## config.mk

```make
export PLATFORM = sky130hd
export DESIGN_NAME = chr420_pos
export DESIGN_NICKNAME = d
export VERILOG_FILES = /design/src/rtl/chr420_pkg.sv /design/src/rtl/chr420_pos.sv
export SDC_FILE = /design/constraint.sdc
export NUM_CORES = 1
export LEC_CHECK = 0
export ABC_CLOCK_PERIOD_IN_PS = 6550
export BUFFER_PORTS_ARGS = -buffer_cell sky130_fd_sc_hd__buf_2
export CAP_MARGIN = 20
export CORE_ASPECT_RATIO = 1.25
export CORE_MARGIN = 5
export CORE_UTILIZATION = 60
export CTS_CLUSTER_DIAMETER = 30
export CTS_CLUSTER_SIZE = 30
export DETAILED_ROUTE_END_ITERATION = 16
export PLACE_DENSITY = 0.92
export SYNTH_ARGS = -nofsm -noshare
export SYNTH_HDL_FRONTEND = slang
export SYNTH_SLANG_ARGS = --single-unit
```

## constraint.sdc

```tcl
create_clock -name clock -period 6.55 [get_ports clock]
set_clock_uncertainty 0.1 [all_clocks]
set_input_delay 0.3275 -clock clock [delete_from_list [all_inputs] [get_ports clock]]
set_output_delay 0.3275 -clock clock [all_outputs]
set_load 0.01 [all_outputs]
```

## src/rtl/chr420_pkg.sv

```systemverilog
package chr420_pkg;

   // Frame geometry limits
   localparam int MAX_WIDTH  = 2048;
   localparam int MAX_HEIGHT = 2048;
   localparam int LINE_DEPTH = (MAX_WIDTH + 1) / 2;
   localparam int LINE_AW    = $clog2(LINE_DEPTH);
   localparam int COL_W      = $clog2(MAX_WIDTH);
   localparam int ROW_W      = $clog2(MAX_HEIGHT);
   localparam int DIM_W      = 12;
   localparam int SAMPLE_W   = 8;
   localparam int PAIR_W     = SAMPLE_W + 1;
   localparam int QUAD_W     = SAMPLE_W + 2;

   localparam logic [DIM_W-1:0] MAX_WIDTH_DIM  = DIM_W'(MAX_WIDTH);
   localparam logic [DIM_W-1:0] MAX_HEIGHT_DIM = DIM_W'(MAX_HEIGHT);
   localparam logic [DIM_W-1:0] WIDTH_RESET    = 12'd640;
   localparam logic [DIM_W-1:0] HEIGHT_RESET   = 12'd480;

   // Register indexes
   localparam logic CSR_FRAME_WIDTH  = 1'b0;
   localparam logic CSR_FRAME_HEIGHT = 1'b1;

   typedef struct packed {
      logic [SAMPLE_W-1:0] pixel_u;
      logic [SAMPLE_W-1:0] pixel_v;
   } pixel_type;

   typedef struct packed {
      logic [SAMPLE_W-1:0] block_u;
      logic [SAMPLE_W-1:0] block_v;
      logic [9:0]          block_col;
      logic [9:0]          block_row;
      logic                last_block;
   } block_type;

   // One line store entry: horizontal pair sums of the even row
   typedef struct packed {
      logic [PAIR_W-1:0] sum_u;
      logic [PAIR_W-1:0] sum_v;
   } line_entry_type;

   // Decoded step for the pixel at the current position
   typedef struct packed {
      logic                emit;
      logic                mem_write;
      logic                mem_read;
      logic [LINE_AW-1:0]  line_addr;
      logic [PAIR_W-1:0]   sum_u;
      logic [PAIR_W-1:0]   sum_v;
      logic [9:0]          block_col;
      logic [9:0]          block_row;
      logic                last_block;
   } pos_info_type;

   function automatic logic [DIM_W-1:0] clamp_dim(input logic [DIM_W-1:0] v,
                                                  input logic [DIM_W-1:0] max_v);
      logic [DIM_W-1:0] r;
      if (v == '0) begin
         r = DIM_W'(1);
      end else if (v > max_v) begin
         r = max_v;
      end else begin
         r = v;
      end
      return r;
   endfunction

endpackage

```

## src/rtl/chr420_pos.sv

```systemverilog
module chr420_pos (
   input  logic                           clock,
   input  logic                           reset,
   input  logic                           csr_write_en,
   input  logic                           csr_index,
   input  logic [chr420_pkg::DIM_W-1:0]   csr_wdata,
   input  logic                           accept,
   input  chr420_pkg::pixel_type          pixel,
   output chr420_pkg::pos_info_type       info
);
   import chr420_pkg::*;

   logic [DIM_W-1:0]    width_ff, width_in;
   logic [DIM_W-1:0]    height_ff, height_in;
   logic [COL_W-1:0]    col_ff, col_in;
   logic [ROW_W-1:0]    row_ff, row_in;
   logic [SAMPLE_W-1:0] held_u_ff, held_u_in;
   logic [SAMPLE_W-1:0] held_v_ff, held_v_in;

   logic [DIM_W-1:0]    width_eff;
   logic [DIM_W-1:0]    height_eff;
   logic                last_col;
   logic                last_row;
   logic                even_col;
   logic                odd_row;
   logic                pair_ready;
   logic [PAIR_W-1:0]   pair_u;
   logic [PAIR_W-1:0]   pair_v;

   // Decode the current position
   always_comb begin
      width_eff  = clamp_dim(width_ff, MAX_WIDTH_DIM);
      height_eff = clamp_dim(height_ff, MAX_HEIGHT_DIM);
      last_col   = (DIM_W'(col_ff) + DIM_W'(1)) >= width_eff;
      last_row   = (DIM_W'(row_ff) + DIM_W'(1)) >= height_eff;
      even_col   = !col_ff[0];
      odd_row    = row_ff[0];
      pair_ready = !even_col || last_col;

      // Form the horizontal pair, doubling a lone last column
      if (even_col) begin
         pair_u = {pixel.pixel_u, 1'b0};
         pair_v = {pixel.pixel_v, 1'b0};
      end else begin
         pair_u = PAIR_W'(held_u_ff) + PAIR_W'(pixel.pixel_u);
         pair_v = PAIR_W'(held_v_ff) + PAIR_W'(pixel.pixel_v);
      end

      info.emit       = pair_ready && (odd_row || last_row);
      info.mem_write  = pair_ready && !odd_row && !last_row;
      info.mem_read   = pair_ready && odd_row;
      info.line_addr  = col_ff[COL_W-1:1];
      info.sum_u      = pair_u;
      info.sum_v      = pair_v;
      info.block_col  = 10'(col_ff[COL_W-1:1]);
      info.block_row  = 10'(row_ff[ROW_W-1:1]);
      info.last_block = last_col && last_row;
   end

   // Next state: registers, position and held samples
   always_comb begin
      width_in  = width_ff;
      height_in = height_ff;
      col_in    = col_ff;
      row_in    = row_ff;
      held_u_in = held_u_ff;
      held_v_in = held_v_ff;
      if (csr_write_en) begin
         unique case (csr_index)
            CSR_FRAME_WIDTH:  width_in  = csr_wdata;
            CSR_FRAME_HEIGHT: height_in = csr_wdata;
            default:          width_in  = width_ff;
         endcase
         // restart the frame on any register write
         col_in    = '0;
         row_in    = '0;
         held_u_in = '0;
         held_v_in = '0;
      end else if (accept) begin
         if (even_col && !last_col) begin
            held_u_in = pixel.pixel_u;
            held_v_in = pixel.pixel_v;
         end
         if (last_col) begin
            col_in = '0;
            row_in = last_row ? '0 : row_ff + ROW_W'(1);
         end else begin
            col_in = col_ff + COL_W'(1);
         end
      end
   end

   always_ff @(posedge clock) begin
      if (reset) begin
         width_ff  <= WIDTH_RESET;
         height_ff <= HEIGHT_RESET;
         col_ff    <= '0;
         row_ff    <= '0;
         held_u_ff <= '0;
         held_v_ff <= '0;
      end else begin
         width_ff  <= width_in;
         height_ff <= height_in;
         col_ff    <= col_in;
         row_ff    <= row_in;
         held_u_ff <= held_u_in;
         held_v_ff <= held_v_in;
      end
   end

endmodule
```

==> results by group <==
Run status
  • Status: complete, no violations

Timing
  • Period utilization: 59.6%
  • Final setup viols: 0
  • Hold slack: 0.138 ns
  • Rel. slew slack: 57.7%
  • Min Tclk post-route: 3.90 ns
  • Measured slew at the worst slew-check pin: 0.632 ns
  • F_max: 0.256 GHz
  • Setup TNS: 0 ns
  • RSZ-0062 raised after global routing: no
  • Final hold violations: 0
  • Slew Limit Fails: 0

Synth
  • Synth Area in XOR/XNOR: 5.27%
  • Unique cell type count in the Yosys netlist: 51
  • Cell area after synthesis: 0.00432 mm^2
  • Area leader, netlist: dfxtp_1
  • Yosys top cell area share: 28.7%
  • Post-synthesis compound-gate area fraction: 18.7%
  • Register area share after synthesis: 28.7%
  • Synth Warn #: 0
  • Post-synthesis mux area share: 1.83%
  • Post-Synth Simple-Gate Area: 23.6%
  • Asr flop ratio synth: 0%
  • Post-Syn Nets: 619
  • Post-Synthesis Mean Instance Area: 7.97 um^2
  • Largest family of logic cells by synthesized area: simple AND/OR/NAND/NOR gates
  • Main synth FF type: dfxtp_1
  • EDFF count, synth: 0
  • Synthesized flop and latch total: 62
  • Synth Area in Adders: 13.1%
  • Leading cell types by total area after synthesis: dfxtp_1 (29%), ha_1 (12%), nand2_1 (9.4%)
  • Gate Count Post-Synth: 542

Clocking
  • Post-cts resize count: 0
  • TritonCTS clock tree: built
  • Hold-fix buffers, CTS: 0
  • Bufs on Longest Clock Path: 2
  • Worst-Skew Late Latency: 0.34 ns
  • CTS Buf Count: 9
  • Clk root buf: clkbuf_8
  • Htree depth: 3
  • Setup Fix Bufs, Post-CTS: 0
  • Clk sink count: 62
  • Reg clk slew, reported paths: 0.07 ns

Worst setup path
  • Crit path max-delay family: simple AND/OR/NAND/NOR gates
  • Setup CP Type: reg -> out
  • CP endpoint kind: primary output
  • Cell Chain, Critical Path: buf_4, nand3_1, nor2b_1, xor2_1, ha_1, and4_2, a221o_2, a21oi_1, nor2b_1, nor3_1, buf_2
  • Arr. time, crit path: 3.48 ns
  • CP bufs+invs: 2
  • CP required: 6.12 ns
  • Crit-path slowest cell: a221o_2
  • Worst Setup Start Kind: flop
  • Worst-path maximum fanout: 34
  • Crit path largest cell delay: 0.40 ns
  • CP dominant cell by count: nor2b_1

Route
  • Antenna viol nets, final: 0
  • Routed Wire Length: 10100 um
  • DR vias/cell: 5.74
  • WL/cell: 14.7 um
  • First-pass DRT Iterations: 5
  • First DRT Iteration DRCs: 171
  • Number of remaining DRC errors: 0
  • Vias: 3921

Global routing
  • First-pass GRT wire length: 17000 um
  • Vias in the first global route: 3857
  • Initial antenna violation count: 0
  • Largest net degree at the start of global routing: 35
  • Grt ovf: 0
  • Gr usage total: 22.9%

Die
  • Core footprint: 0.00698 mm^2
  • Die area: 0.00900 mm^2
  • Die width: 85.9 um
  • Initial Util: 61.9%
  • Io pins: 85
  • Die Ht: 105 um
  • Row Count: 34

Placement
  • GPL Wtd Cong: 0.949
  • I/O Buffers: 84
  • Post-DP HPWL: 7580 um

Final layout
  • Antenna Cells: 0
  • Fillers: 563
  • Most frequent cells in the layout: nand2_1 (108), buf_2 (84), dfxtp_1 (62)
  • Layout cells sized above 1: 21.1%
  • Final #Nets: 667
  • Most common cell after layout, fill and taps aside: nand2_1
  • Area delta synth->final: 9.39%

Power
  • Pint: 0.586 mW
  • Combinational fraction of design power: 16.8%
  • Seq pwr share: 48.1%
  • P_leak: 2.17 nW
  • VDD IR max: 0.147 mV
  • NetSw: 0.238 mW
  • PD cells: 175 mW/mm^2
  • Switch share: 28.9%
  • Clock share of power: 35.1%

Hold path
  • Min-Delay Path Class: in -> reg

Run
  • Max Cap Viol: 0
[path summary, 6_finish.rpt]
kind | start | endpoint | slack (ns) | depth (start not counted)
min | csr_wdata[7] | height_ff[7] | 0.14 | 3
max reg2reg | row_ff[0] | row_ff[9] | 3.01 | 11
max | col_ff[0] | info[50] | 2.65 | 11
min reg2reg | held_u_ff[5] | held_u_ff[5] | 0.37 | 2
[worst min-delay path, cell delays in order]
cell and delay (ns):
buf_2 0.10, nand2_1 0.05, nand3b_1 0.06
[routing by layer]
layer  GRT usage, %  up-vias  wire, um
li1               -     1961         -
met4           9.95        0       203
met5              0        -         0
met2           41.1      117      5350
met1           25.8     1825      3980
met3           4.33       18       539
[layout make-up]
class	instances	area (um^2)	area share [%]
multi-input combinational	413	2700	57.2
sequential	62	1240	26.3
timing repair buffer	87	443	9.38
clock buffer	10	138	2.91
tap	90	113	2.38
inverter	17	63.8	1.35
clock inverter	4	25.0	0.530
[power by group through the flow]
stage	combinational (mW)	clock [mW]	sequential [mW]
2_1_floorplan	0.0937	0	0.403
3_3_place_gp	0.131	0	0.405
3_5_place_dp	0.136	0	0.405
4_1_cts	0.138	0.295	0.397
5_1_grt	0.155	0.314	0.398
6_report	0.139	0.289	0.397
[kinds of logic after synthesis]
family,count (synthesis)
flip-flops,62
multiplexers,7
adder cells (fa/ha/maj),44
AND/OR/NAND/NOR,217
buffers and inverters,67
XOR/XNOR,26
AO/OA/AOI/OAI,119
[flip-flops by register name, indices dropped and copies added, names as in the netlist]
| signal | flops |
|---|---|
| row_ff | 11 |
| height_ff | 12 |
| held_v_ff | 8 |
| width_ff | 12 |
| col_ff | 11 |
| held_u_ff | 8 |
[cell usage after synthesis, types with 7 or more instances]
cell      count
a21o_1        7
a21oi_1      36
a22o_1       10
buf_4        31
clkbuf_1     15
dfxtp_1      62
ha_1         42
inv_1        17
mux2_2        7
nand2_1     108
nand3_1      27
nor2_1       28
nor2b_1      11
o21ai_0      30
o31ai_1       7
xnor2_1      20
[stage by stage]
stage               std cells  power [mW]  worst slack (ns)  util (%)  cell area, um^2
floorplan                 542       0.497              3.42         -             4320
detailed placement        669       0.541              3.06      65.4             4560
CTS                       683       0.830              2.67      67.7             4720
finish                    683       0.824              2.65      67.7             4720
global placement          669       0.536              3.22      65.4             4560
global route              683       0.868              2.49      67.7             4720
Note: power is estimated with default switching activity, not from simulation.
